[src/hw/rtl/sic_div_cell.sv]
// one restoring division cell: one quotient bit per lane (x and y) per stage
module sic_div_cell #(
    parameter int DW = 34,
    parameter int QW = 18,
    parameter int SW = 40
) (
    input  logic                   i_clk,
    input  logic                   i_rst_n,
    input  logic                   i_en,
    input  logic                   i_vld,
    input  logic [DW-1:0]          i_d,
    input  logic [1:0][DW-1:0]     i_rem,
    input  logic [1:0][QW-1:0]     i_low,
    input  logic [1:0][QW-1:0]     i_quo,
    input  logic [SW-1:0]          i_side,
    output logic                   o_vld,
    output logic [DW-1:0]          o_d,
    output logic [1:0][DW-1:0]     o_rem,
    output logic [1:0][QW-1:0]     o_low,
    output logic [1:0][QW-1:0]     o_quo,
    output logic [SW-1:0]          o_side
);
    logic [1:0][DW-1:0] n_rem;
    logic [1:0][QW-1:0] n_low;
    logic [1:0][QW-1:0] n_quo;

    for (genvar k = 0; k < 2; k++) begin : g_lane
        logic [DW:0] trial;
        logic [DW:0] diff;
        logic        ge;
        assign trial = {i_rem[k], i_low[k][QW-1]};
        assign diff  = trial - {1'b0, i_d};
        assign ge    = (trial >= {1'b0, i_d});
        assign n_rem[k] = ge ? diff[DW-1:0] : trial[DW-1:0];
        assign n_low[k] = {i_low[k][QW-2:0], 1'b0};
        assign n_quo[k] = {i_quo[k][QW-2:0], ge};
    end

    always_ff @(posedge i_clk) begin
        if (!i_rst_n) begin
            o_vld <= 1'b0;
        end else if (i_en) begin
            o_vld <= i_vld;
        end
    end

    always_ff @(posedge i_clk) begin
        if (i_en) begin
            o_d    <= i_d;
            o_rem  <= n_rem;
            o_low  <= n_low;
            o_quo  <= n_quo;
            o_side <= i_side;
        end
    end
endmodule

[config.mk]
export PLATFORM = sky130hd
export DESIGN_NAME = sic_div_cell
export DESIGN_NICKNAME = d
export VERILOG_FILES = /design/src/hw/rtl/sic_div_cell.sv
export SDC_FILE = /design/constraint.sdc
export NUM_CORES = 1
export LEC_CHECK = 0
export BUFFER_PORTS_ARGS = -buffer_cell sky130_fd_sc_hd__buf_4
export CORE_AREA = 2 2 166 168
export DETAILED_ROUTE_END_ITERATION = 6
export DIE_AREA = 0 0 168 170
export GPL_ROUTABILITY_DRIVEN = 1
export PLACE_DENSITY = 0.7
export SLEW_MARGIN = 40
export SYNTH_ARGS = -nofsm -noshare
export SYNTH_HDL_FRONTEND = slang
export SYNTH_SLANG_ARGS = --single-unit
export TNS_END_PERCENT = 5
[constraint.sdc]
create_clock -name i_clk -period 8.75 [get_ports i_clk]
set_input_delay 1.75 -clock i_clk [delete_from_list [all_inputs] [get_ports i_clk]]
set_output_delay 1.75 -clock i_clk [all_outputs]
set_load 0.1 [all_outputs]
==> results of run 1 <==
-- report_power, final --
group          switching [mW]  internal [mW]  leakage (nW)
clock                   0.419          0.635         0.390
combinational            1.10          0.367          4.35
sequential             0.0292           1.25          2.08
-- layout make-up --
cell class	instances	area, sq um	share of cell area
sequential	213	6386	0.4059
multi-input combinational	640	4541	0.2886
timing repair buffer	434	3313	0.2106
clock buffer	26	629.4	0.04000
tap	341	426.7	0.02712
inverter	64	240.2	0.01527
clock inverter	18	190.2	0.01209
antenna	3	7.507	0.0004771
-- layout by cell type (no fill, tap or decap), types with 6 or more instances in the layout --
| cell | synthesis | routed |
|---|---|---|
| buf_4 | 2 | 429 |
| edfxtp_1 | 212 | 212 |
| a21oi_1 | 91 | 91 |
| nor2_1 | 79 | 79 |
| ha_1 | 68 | 68 |
| inv_1 | 64 | 64 |
| nand2_1 | 57 | 57 |
| mux2_2 | 44 | 44 |
| o21ai_0 | 35 | 35 |
| a21o_1 | 34 | 34 |
| xnor2_1 | 31 | 31 |
| clkbuf_16 | 0 | 25 |
| xor2_1 | 20 | 20 |
| nand3_1 | 19 | 19 |
| nor3_1 | 19 | 19 |
| nand4_1 | 11 | 11 |
| o211ai_1 | 10 | 10 |
| clkinv_1 | 0 | 10 |
| nand2b_1 | 7 | 7 |
| a2111oi_0 | 8 | 7 |
| a31oi_1 | 7 | 7 |
| o21bai_1 | 7 | 7 |
| a211oi_1 | 6 | 6 |
| nor4_1 | 6 | 6 |
-- layer usage --
| layer | vias up | share of wire | GRT usage |
|---|---|---|---|
| met4 | 0 | 0.034 | 0.08658 |
| li1 | 4433 | - | - |
| met5 | - | 0 | 0 |
| met1 | 4361 | 0.38 | 0.2826 |
| met2 | 400 | 0.50 | 0.4190 |
| met3 | 65 | 0.087 | 0.06628 |
-- worst reg2reg max path, stage by stage (launching register included) --
cell     delay [ns]
dfxtp_1        0.31
mux2i_1        0.12
nor2b_1        0.06
-- through the flow --
step | std cells | power, mW
after detailed placement | 1691 | 2.763
after floorplan | 941 | 2.400
after global routing | 1739 | 3.927
after CTS | 1735 | 3.829
final | 1739 | 3.801
after global placement | 1689 | 2.749
-- sequential cells by signal (all words and copies together), names as in the netlist --
signal and flops:
o_quo 36, o_d 34, o_rem 68, o_vld 1
o_side 40, o_low 34
-- path summary, 6_finish.rpt --
check,end,startpoint,depth (start not counted),slack [ns]
setup reg to reg,o_vld$_SDFFE_PN0P_,o_vld$_SDFFE_PN0P_,2,8.15
hold reg to reg,o_vld$_SDFFE_PN0P_,o_vld$_SDFFE_PN0P_,2,0.53
hold / removal,o_vld$_SDFFE_PN0P_,o_vld$_SDFFE_PN0P_,2,0.53
setup / recovery,o_rem[35]$_DFFE_PP_,i_d[14],12,3.49
-- cell families (layout without fill, tap and decap cells) --
family                   count (synthesis)  in the layout  share of synthesized area
AO/OA/AOI/OAI                          242            242                     0.1401
XOR/XNOR                                51             51                    0.03964
adder cells (fa/ha/maj)                 70             70                    0.07907
buffers and inverters                   88            542                    0.03243
flip-flops                             213            213                     0.5668
multiplexers                            49             49                    0.04842
other                                    1              5                  0.0003328
AND/OR/NAND/NOR                        226            226                    0.09317
==> impl_metrics.py, run 1 <==
metrics = {
    "routing": {
        "drc": 0,
        "wl_per_cell_microns": 20.82,
        "via_per_inst": 5.324,
        "drtIter0Drc": 686,
        "detail-route-antenna-nets": 0,
        "wirelength_mm": 36.21,
        "vias": 9259,
        "dr.pass1.iters": 5,
    },
    "synth": {
        "synth-seq-cells": 213,
        "yosys.cell_types.count": 66,
        "avgSynthCellArea_sq_um": 11.99,
        "synthTopCellsByArea": "edfxtp_1, ha_1, mux2_2, a21oi_1, nor2_1",
        "synth_top_area_frac": 0.5650,
        "yosysMostFrequentCell": "edfxtp_1",
        "synthCells": 940,
        "ys_warn_count": 0,
        "async_flop_share": 0,
        "netlist_area_sq_um": 11270,
        "synth_largest_area_cell": "edfxtp_1",
        "synth_common_cells": "edfxtp_1, a21oi_1, nor2_1",
        "synth_edf_count": 212,
        "synth_flop_cell": "edfxtp_1",
        "seq_area_frac_synth": 0.5668,
    },
    "placement": {
        "gp_congestion": 0.8877,
        "portBuffers": 428,
        "place_hpwl_mm": 28.72,
        "dpl_cell_area_sq_um": 14890,
        "dp_slack_ns": 2.938,
    },
    "cells_and_area": {
        "fill_cells": 2223,
        "stdcell_area_sq_um": 15730,
        "drive_above_1_share": 0.3763,
        "nNetsFinal": 1665,
        "fin_util": 0.5904,
        "area_delta_synth_final_pct": 39.64,
    },
    "floorplan": {
        "start_util": 0.4228,
        "die_y_microns": 170,
        "rows": 60,
        "ios": 433,
        "core-area_sq_um": 26650,
        "die_w_microns": 168,
        "dieArea_sq_um": 28560,
    },
    "timing": {
        "worst_pin_slew_ns": 0.7659,
        "final.min_clock_period_ns": 5.262,
        "slew_violations": 0,
        "fin_hold_ws_ns": 0.5323,
        "setup_viol": 0,
        "post-route-period-util": 0.6014,
        "relSlewSlack": 0.4894,
        "fin_worst_skew_ns": 0,
        "timing.setup.tns_ns": 0,
        "hold_violations": 0,
        "setup_slack_ns": 3.488,
        "rsz0062_at_grt": "no",
        "fmax_mhz": 190.0,
    },
    "flow_run": {
        "cap_viol_max_count": 0,
    },
    "clocking": {
        "clk_path_buf_depth": 3,
        "clk_pin_slew_ns": 0.06,
        "worstSkewPairLatency_ns": 0.53,
        "post_cts.repair.setup_buffers": 0,
        "post_cts_resized": 0,
        "cts_made_buffers": 24,
        "htree_num_levels": 1,
        "cts_root_buf": "clkbuf_16",
        "cts_sinks": 213,
        "postCtsHoldBufs": 0,
        "cts_tree": "done",
    },
    "worst_setup_path": {
        "path_class": "in -> reg",
        "cp_max_fo": 19,
        "cp_top_family": "compound AO/OA/AOI/OAI gates",
        "cp.required_ns": 9.01,
        "critPathBufInv": 3,
        "max_stage_delay_ns": 0.55,
        "slowest_stage": "a31oi_4",
        "arrival_ns": 5.53,
        "cp_cell_sequence": "buf_4 -> inv_1 -> ha_1 -> and4_1 -> and4_1 -> a22oi_1 -> a31oi_1 -> a211o_2 -> a21o_1 -> a31oi_4 -> buf_4 -> mux2_2",
        "critical_path.endpoint_type": "flop",
        "worst_setup_path_start_kind": "input pin",
    },
    "global_route": {
        "grt.overflow.total": 0,
        "antenna_found_initial": 3,
        "grt_pass1_wl_mm": 51.85,
        "grt_start_max_net_pins": 82,
        "grt_pass1_vias": 8858,
        "grt.total_usage": 0.2394,
    },
    "status": {
        "status": "complete, no violations",
    },
    "hold_path": {
        "hp-class": "reg -> reg",
    },
    "power": {
        "max-vdd-ir-drop_mv": 0.1691,
        "leakagePower_nw": 6.829,
        "p_per_area_nw_per_um2": 241.6,
    },
}
(Power assumes the default switching activity.)
==> run 2, diff against run 1 <==
--- a/config.mk
+++ b/config.mk
@@ -5,12 +5,13 @@
 export SDC_FILE = /design/constraint.sdc
 export NUM_CORES = 1
 export LEC_CHECK = 0
+export ABC_AREA = 1
 export BUFFER_PORTS_ARGS = -buffer_cell sky130_fd_sc_hd__buf_4
-export CORE_AREA = 2 2 166 168
+export CORE_AREA = 2 2 169 171
 export DETAILED_ROUTE_END_ITERATION = 6
-export DIE_AREA = 0 0 168 170
+export DIE_AREA = 0 0 171 173
 export GPL_ROUTABILITY_DRIVEN = 1
-export PLACE_DENSITY = 0.7
+export PLACE_DENSITY = 0.72
 export SLEW_MARGIN = 40
 export SYNTH_ARGS = -nofsm -noshare
 export SYNTH_HDL_FRONTEND = slang
==> constraint.sdc (replaced) <==
create_clock -name i_clk -period 5.4 [get_ports i_clk]
set_input_delay 1.08 -clock i_clk [delete_from_list [all_inputs] [get_ports i_clk]]
set_output_delay 1.08 -clock i_clk [all_outputs]
set_load 0.1 [all_outputs]
==> impl_metrics.py, run 2 <==
metrics = {
    "cells_and_area": {
        "seqCellArea_sq_um": 6386,
        "area_delta_synth_final_pct": 36.75,
        "regMostFlops": "o_rem",
        "layout_commonest_cell": "nand2_1",
        "top_regs": "o_rem: 68 flops, o_side: 40 flops, o_quo: 36 flops",
        "final_cell_mix": "nand2_1, buf_4, inv_1, edfxtp_1, nor2_1",
        "fill_cells": 2513,
        "largest_reg_flops": 68,
        "diodes": 0,
        "nNetsFinal": 2198,
        "drive_above_1_share": 0.2605,
        "multi_input_comb_area_sq_um": 4951,
    },
    "synth": {
        "avgSynthCellArea_sq_um": 8.421,
        "async_flop_share": 0,
        "synth_edf_count": 212,
        "ys_warn_count": 0,
        "synth_flop_cell": "edfxtp_1",
        "yosys.cell_types.count": 29,
        "synth-compound-area-share": 0.03580,
        "synth-seq-cells": 213,
        "synth_common_cells": "nand2_1, inv_1, edfxtp_1",
        "seq_area_frac_synth": 0.5176,
        "synth_top_area_frac": 0.5160,
        "synthSimpleGateAreaFrac": 0.2671,
        "yosysMostFrequentCell": "nand2_1",
        "synth_xor_area_frac": 0.02556,
        "synthTopCellsByArea": "edfxtp_1, nand2_1, ha_1, inv_1, nor2_1",
        "netlist_area_sq_um": 12340,
        "synth_mux_area_frac": 0,
        "synth_top_family_by_area": "simple AND/OR/NAND/NOR gates",
        "synthCells": 1465,
        "synthAdderAreaFrac": 0.07221,
        "synth_largest_area_cell": "edfxtp_1",
    },
    "floorplan": {
        "start_util": 0.4465,
        "rows": 61,
        "ios": 433,
        "die_w_microns": 171,
        "core-area_sq_um": 27630,
        "die_y_microns": 173,
        "dieArea_sq_um": 29580,
    },
    "routing": {
        "via_per_inst": 4.928,
        "vias": 11360,
        "wirelength_mm": 43.25,
        "drc": 0,
        "dr.pass1.iters": 5,
        "wl_per_cell_microns": 18.76,
        "drtIter0Drc": 773,
        "detail-route-antenna-nets": 0,
    },
    "worst_setup_path": {
        "cp_cell_sequence": "buf_4 -> inv_1 -> ha_1 -> nand2_1 -> nor2_2 -> nand3_1 -> nor3_1 -> a21oi_2 -> nand2_4 -> inv_4 -> nand2_1 -> nand2_1",
        "slowest_stage": "nor3_1",
        "cp.required_ns": 5.69,
        "worst_path_most_repeated_cell": "nand2_1",
        "max_stage_delay_ns": 0.46,
        "path_class": "in -> reg",
        "worst_setup_path_start_kind": "input pin",
        "cp_max_fo": 37,
        "critical_path.endpoint_type": "flop",
        "arrival_ns": 3.73,
    },
    "placement": {
        "gp_congestion": 0.9696,
        "place_hpwl_mm": 35.10,
        "portBuffers": 428,
    },
    "clocking": {
        "clk_pin_slew_ns": 0.06,
        "postCtsHoldBufs": 0,
        "cts_tree": "done",
        "cts_root_buf": "clkbuf_16",
        "post_cts_resized": 0,
        "htree_num_levels": 1,
        "post_cts.repair.setup_buffers": 0,
        "worstSkewPairLatency_ns": 0.53,
        "cts_made_buffers": 25,
        "cts_sinks": 213,
        "clk_path_buf_depth": 3,
    },
    "timing": {
        "slew_violations": 0,
        "rsz0062_at_grt": "no",
        "post-route-period-util": 0.6378,
        "fmax_mhz": 290.4,
        "timing.setup.tns_ns": 0,
        "hold_violations": 0,
        "relSlewSlack": 0.5516,
        "worst_pin_slew_ns": 0.6725,
        "fin_hold_ws_ns": 0.5639,
        "fin_worst_skew_ns": 0,
        "setup_viol": 0,
        "final.min_clock_period_ns": 3.444,
    },
    "global_route": {
        "grt.total_usage": 0.2829,
        "grt_pass1_wl_mm": 63.16,
        "grt.overflow.total": 0,
        "grt_start_max_net_pins": 120,
        "antenna_found_initial": 1,
        "grt_pass1_vias": 11020,
    },
    "power": {
        "swShare": 0.4113,
        "comb_power_share": 0.376,
        "p_clk_frac": 0.297,
        "p_per_area_nw_per_um2": 377.1,
        "intPower_mw": 3.745,
        "leakagePower_nw": 8.496,
        "p_sw_mw": 2.616,
        "max-vdd-ir-drop_mv": 0.2636,
        "seq_power_share": 0.326,
    },
    "hold_path": {
        "hp-class": "reg -> reg",
    },
    "status": {
        "status": "complete, no violations",
    },
    "flow_run": {
        "cap_viol_max_count": 0,
    },
}
run 2: worst paths after layout:
kind,start,end,slack (ns),cells past startpoint
worst min register to register,o_vld$_SDFFE_PN0P_,o_vld$_SDFFE_PN0P_,0.56,2
worst max-delay path,i_d[14],o_rem[28]$_DFFE_PP_,1.96,12
worst min-delay path,o_vld$_SDFFE_PN0P_,o_vld$_SDFFE_PN0P_,0.56,2
worst max register to register,o_vld$_SDFFE_PN0P_,o_vld$_SDFFE_PN0P_,4.72,2
run 2: layout make-up:
| class | count | area share |
|---|---|---|
| Multi-Input combinational cell | 1007 | 0.2935 |
| Timing Repair Buffer | 431 | 0.1936 |
| Tap cell | 378 | 0.02803 |
| Inverter | 232 | 0.05191 |
| Sequential cell | 213 | 0.3785 |
| Clock buffer | 25 | 0.03708 |
| Clock inverter | 19 | 0.01743 |
run 2: power by group through the flow:
stage               combinational, mW  sequential [mW]  clock (mW)
finish                           2.39             2.08        1.89
global route                     2.51             2.09        1.98
CTS                              2.39             2.08        1.93
detailed placement               2.39             2.11           0
global placement                 2.38             2.11           0
floorplan                       0.543             3.33           0
run 2: cells by family after synthesis:
kind of cell | after synthesis
flip-flops | 213
AND/OR/NAND/NOR | 814
AO/OA/AOI/OAI | 85
other | 1
adder cells (fa/ha/maj) | 70
XOR/XNOR | 36
buffers and inverters | 246
run 2: critical path: cells and delay by family:
kind                       cells  cell delay [ns]
and+or+nand+nor                7             1.60
AOI/OAI and AO/OA              1             0.14
adders and majority gates      1             0.40
buffers and inverters          3             0.46
run 2: through the flow:
stage               power [mW]  setup WS [ns]  cells    util  area [sq um]
finish                   6.361          1.956   2305  0.6106         16870
global route             6.586          1.862   2305  0.6106         16870
CTS                      6.400          2.015   2305  0.6106         16870
detailed placement       4.497          1.450   2261  0.5773         15950
global placement         4.485          1.526   2261  0.5769         15940
floorplan                3.870          2.564   1466       -         12340
run 2: metal layers:
metal  global-route usage  vias to the layer above  wire length [microns]
met2               0.5151                      406                  21980
met4               0.1013                        2                   1698
met3              0.05928                       79                   3223
met5                    0                        -                     15
li1                     -                     5571                      -
met1               0.3244                     5300                  16330
==> run 3, diff against run 2 <==
--- a/config.mk
+++ b/config.mk
@@ -5,13 +5,13 @@
 export SDC_FILE = /design/constraint.sdc
 export NUM_CORES = 1
 export LEC_CHECK = 0
-export ABC_AREA = 1
+export ABC_AREA = 0
 export BUFFER_PORTS_ARGS = -buffer_cell sky130_fd_sc_hd__buf_4
-export CORE_AREA = 2 2 169 171
+export CORE_AREA = 2 2 166 168
 export DETAILED_ROUTE_END_ITERATION = 6
-export DIE_AREA = 0 0 171 173
+export DIE_AREA = 0 0 168 170
 export GPL_ROUTABILITY_DRIVEN = 1
-export PLACE_DENSITY = 0.72
+export PLACE_DENSITY = 0.73
 export SLEW_MARGIN = 40
 export SYNTH_ARGS = -nofsm -noshare
 export SYNTH_HDL_FRONTEND = slang
==> constraint.sdc (replaced) <==
create_clock -name i_clk -period 2.95 [get_ports i_clk]
set_input_delay 0.59 -clock i_clk [delete_from_list [all_inputs] [get_ports i_clk]]
set_output_delay 0.59 -clock i_clk [all_outputs]
set_load 0.1 [all_outputs]
==> impl_metrics.py, run 3 (synthesis gave the netlist of run 1 again) <==
metrics = {
    "clocking": {
        "cts_made_buffers": 25,
        "cts_root_buf": "clkbuf_16",
        "clk_pin_slew_ns": 0.06,
        "cts_sinks": 213,
        "worstSkewPairLatency_ns": 0.51,
        "clk_path_buf_depth": 3,
        "htree_num_levels": 1,
        "cts_tree": "done",
    },
    "power": {
        "p_sw_mw": 4.701,
        "leakagePower_nw": 8.025,
        "p_per_area_nw_per_um2": 646.5,
        "intPower_mw": 6.830,
        "seq_power_share": 0.332,
        "comb_power_share": 0.423,
        "max-vdd-ir-drop_mv": 0.4773,
        "swShare": 0.4077,
        "p_clk_frac": 0.245,
    },
    "status": {
        "status": "complete, but fails checks",
        "violations": "negative setup slack",
    },
    "cells_and_area": {
        "nNetsFinal": 1894,
        "area_delta_synth_final_pct": 58.30,
        "regMostFlops": "o_rem",
        "stdcell_count": 1961,
        "final_cell_mix": "buf_4, edfxtp_1, a21oi_1, nor2_1, nand2_1",
        "layout_commonest_cell": "buf_4",
        "top_regs": "o_rem: 68 flops, o_side: 40 flops, o_quo: 36 flops",
        "seqCellArea_sq_um": 6386,
        "fill_cells": 2055,
        "stdcell_area_sq_um": 17840,
        "drive_above_1_share": 0.4947,
        "multi_input_comb_area_sq_um": 4938,
        "largest_reg_flops": 68,
    },
    "timing": {
        "timing.setup.tns_ns": -0.3407,
        "post-route-period-util": 1.015,
        "rsz0062_at_grt": "yes",
        "fin_worst_skew_ns": 0,
        "hold_violations": 0,
        "worst_pin_slew_ns": 0.5950,
        "relSlewSlack": 0.6024,
        "setup_slack_ns": -0.04564,
        "fmax_mhz": 333.8,
        "setup_viol": 22,
        "final.min_clock_period_ns": 2.996,
        "slew_violations": 0,
    },
    "global_route": {
        "grt.overflow.total": 0,
        "grt_pass1_vias": 10060,
        "grt_start_max_net_pins": 70,
        "antenna_found_initial": 1,
        "grt_pass1_wl_mm": 56.55,
        "grt.total_usage": 0.2584,
    },
    "hold_path": {
        "hp-class": "in -> reg",
        "min_to": "o_side[30]$_DFFE_PP_",
        "whs_path_depth": 1,
        "hp-start": "i_side[30]",
    },
    "flow_run": {
        "cap_viol_max_count": 0,
    },
    "placement": {
        "dp.cells": 1910,
        "dpl_cell_area_sq_um": 16750,
        "portBuffers": 428,
        "dp_slack_ns": -0.7727,
        "gp_congestion": 0.9267,
        "place_hpwl_mm": 31.44,
    },
    "floorplan": {
        "core-area_sq_um": 26650,
        "ios": 433,
        "dieArea_sq_um": 28560,
        "die_y_microns": 170,
        "die_w_microns": 168,
        "start_util": 0.4228,
        "rows": 60,
    },
    "routing": {
        "wl_per_cell_microns": 20.01,
        "drc": 0,
        "via_per_inst": 5.232,
        "vias": 10260,
        "wirelength_mm": 39.24,
        "detail-route-antenna-nets": 0,
        "dr.pass1.iters": 5,
        "drtIter0Drc": 599,
    },
    "worst_setup_path": {
        "arrival_ns": 3.27,
        "cp.required_ns": 3.22,
        "critical_path.endpoint_type": "flop",
        "path_class": "in -> reg",
        "reg2reg_to": "o_vld$_SDFFE_PN0P_",
        "reg2reg_depth": 2,
        "critical_path.startpoint": "i_d[18]",
        "r2r_slack_ns": 2.34,
        "reg2reg_from": "o_vld$_SDFFE_PN0P_",
        "worst_setup_path_start_kind": "input pin",
        "cp_max_fo": 5,
    },
}
-- run 3: repair_timing --
action / 4_1_cts / 5_1_grt
hold buffers: 0 / 0
setup endpoints to repair: 52 / 66
buffers inserted: 5 / 4
pin swaps: 8 / 13
resized for setup: 13 / 51
gates cloned: 1 / 0
-- run 3: metrics by stage --
stage                     utilization  power, mW  hold slack [ns]
after floorplan                     -      7.179           0.6889
after global placement         0.6284      8.593           0.5097
after detailed placement       0.6284      8.645           0.5268
after CTS                      0.6609      11.52           0.2253
after global routing           0.6692      11.92           0.2216
final                          0.6692      11.53           0.2413
-- run 3: worst max-delay path: stages --
cell and delay (ns):
buf_4 0.10, inv_1 0.06, ha_2 0.39, buf_4 0.15, nand4_1 0.11, or3_1 0.37
nor2_1 0.15, a211oi_2 0.11, buf_4 0.15, buf_4 0.14, nor4bb_1 0.12, or4_4 0.54
mux2_4 0.27
-- run 3: metal layers --
metal | track usage | share of wire
met5 | 0 | 0
met4 | 0.1085 | 0.044
met2 | 0.4795 | 0.52
met1 | 0.2920 | 0.37
met3 | 0.04721 | 0.064
-- run 3: power groups by stage --
stage / combinational [mW] / sequential (mW) / clock, mW
2_1_floorplan: 1.03 / 6.15 / 0
3_3_place_gp: 4.72 / 3.88 / 0
3_5_place_dp: 4.76 / 3.88 / 0
4_1_cts: 4.81 / 3.83 / 2.88
5_1_grt: 5.08 / 3.85 / 3.00
6_report: 4.88 / 3.82 / 2.83
-- run 3: how the worst max path moves through the flow --
stage	end	slack (ns)	cells after the start
detailed placement	o_rem[48]$_DFFE_PP_	-0.77	12
finish	o_rem[62]$_DFFE_PP_	-0.05	13
floorplan	o_rem[39]$_DFFE_PP_	-0.31	10
global placement	o_rem[35]$_DFFE_PP_	-0.67	12
CTS	o_rem[57]$_DFFE_PP_	0.003	13
global route	o_rem[62]$_DFFE_PP_	-0.12	13
-- run 3: final cells by class --
type / count / share of cell area
Inverter: 64 / 0.01431
Clock buffer: 28 / 0.03571
Clock inverter: 12 / 0.005542
Tap cell: 341 / 0.02392
Sequential cell: 213 / 0.3580
Timing Repair Buffer: 662 / 0.2854
Multi-Input combinational cell: 640 / 0.2769
Antenna cell: 1 / 0.0001403
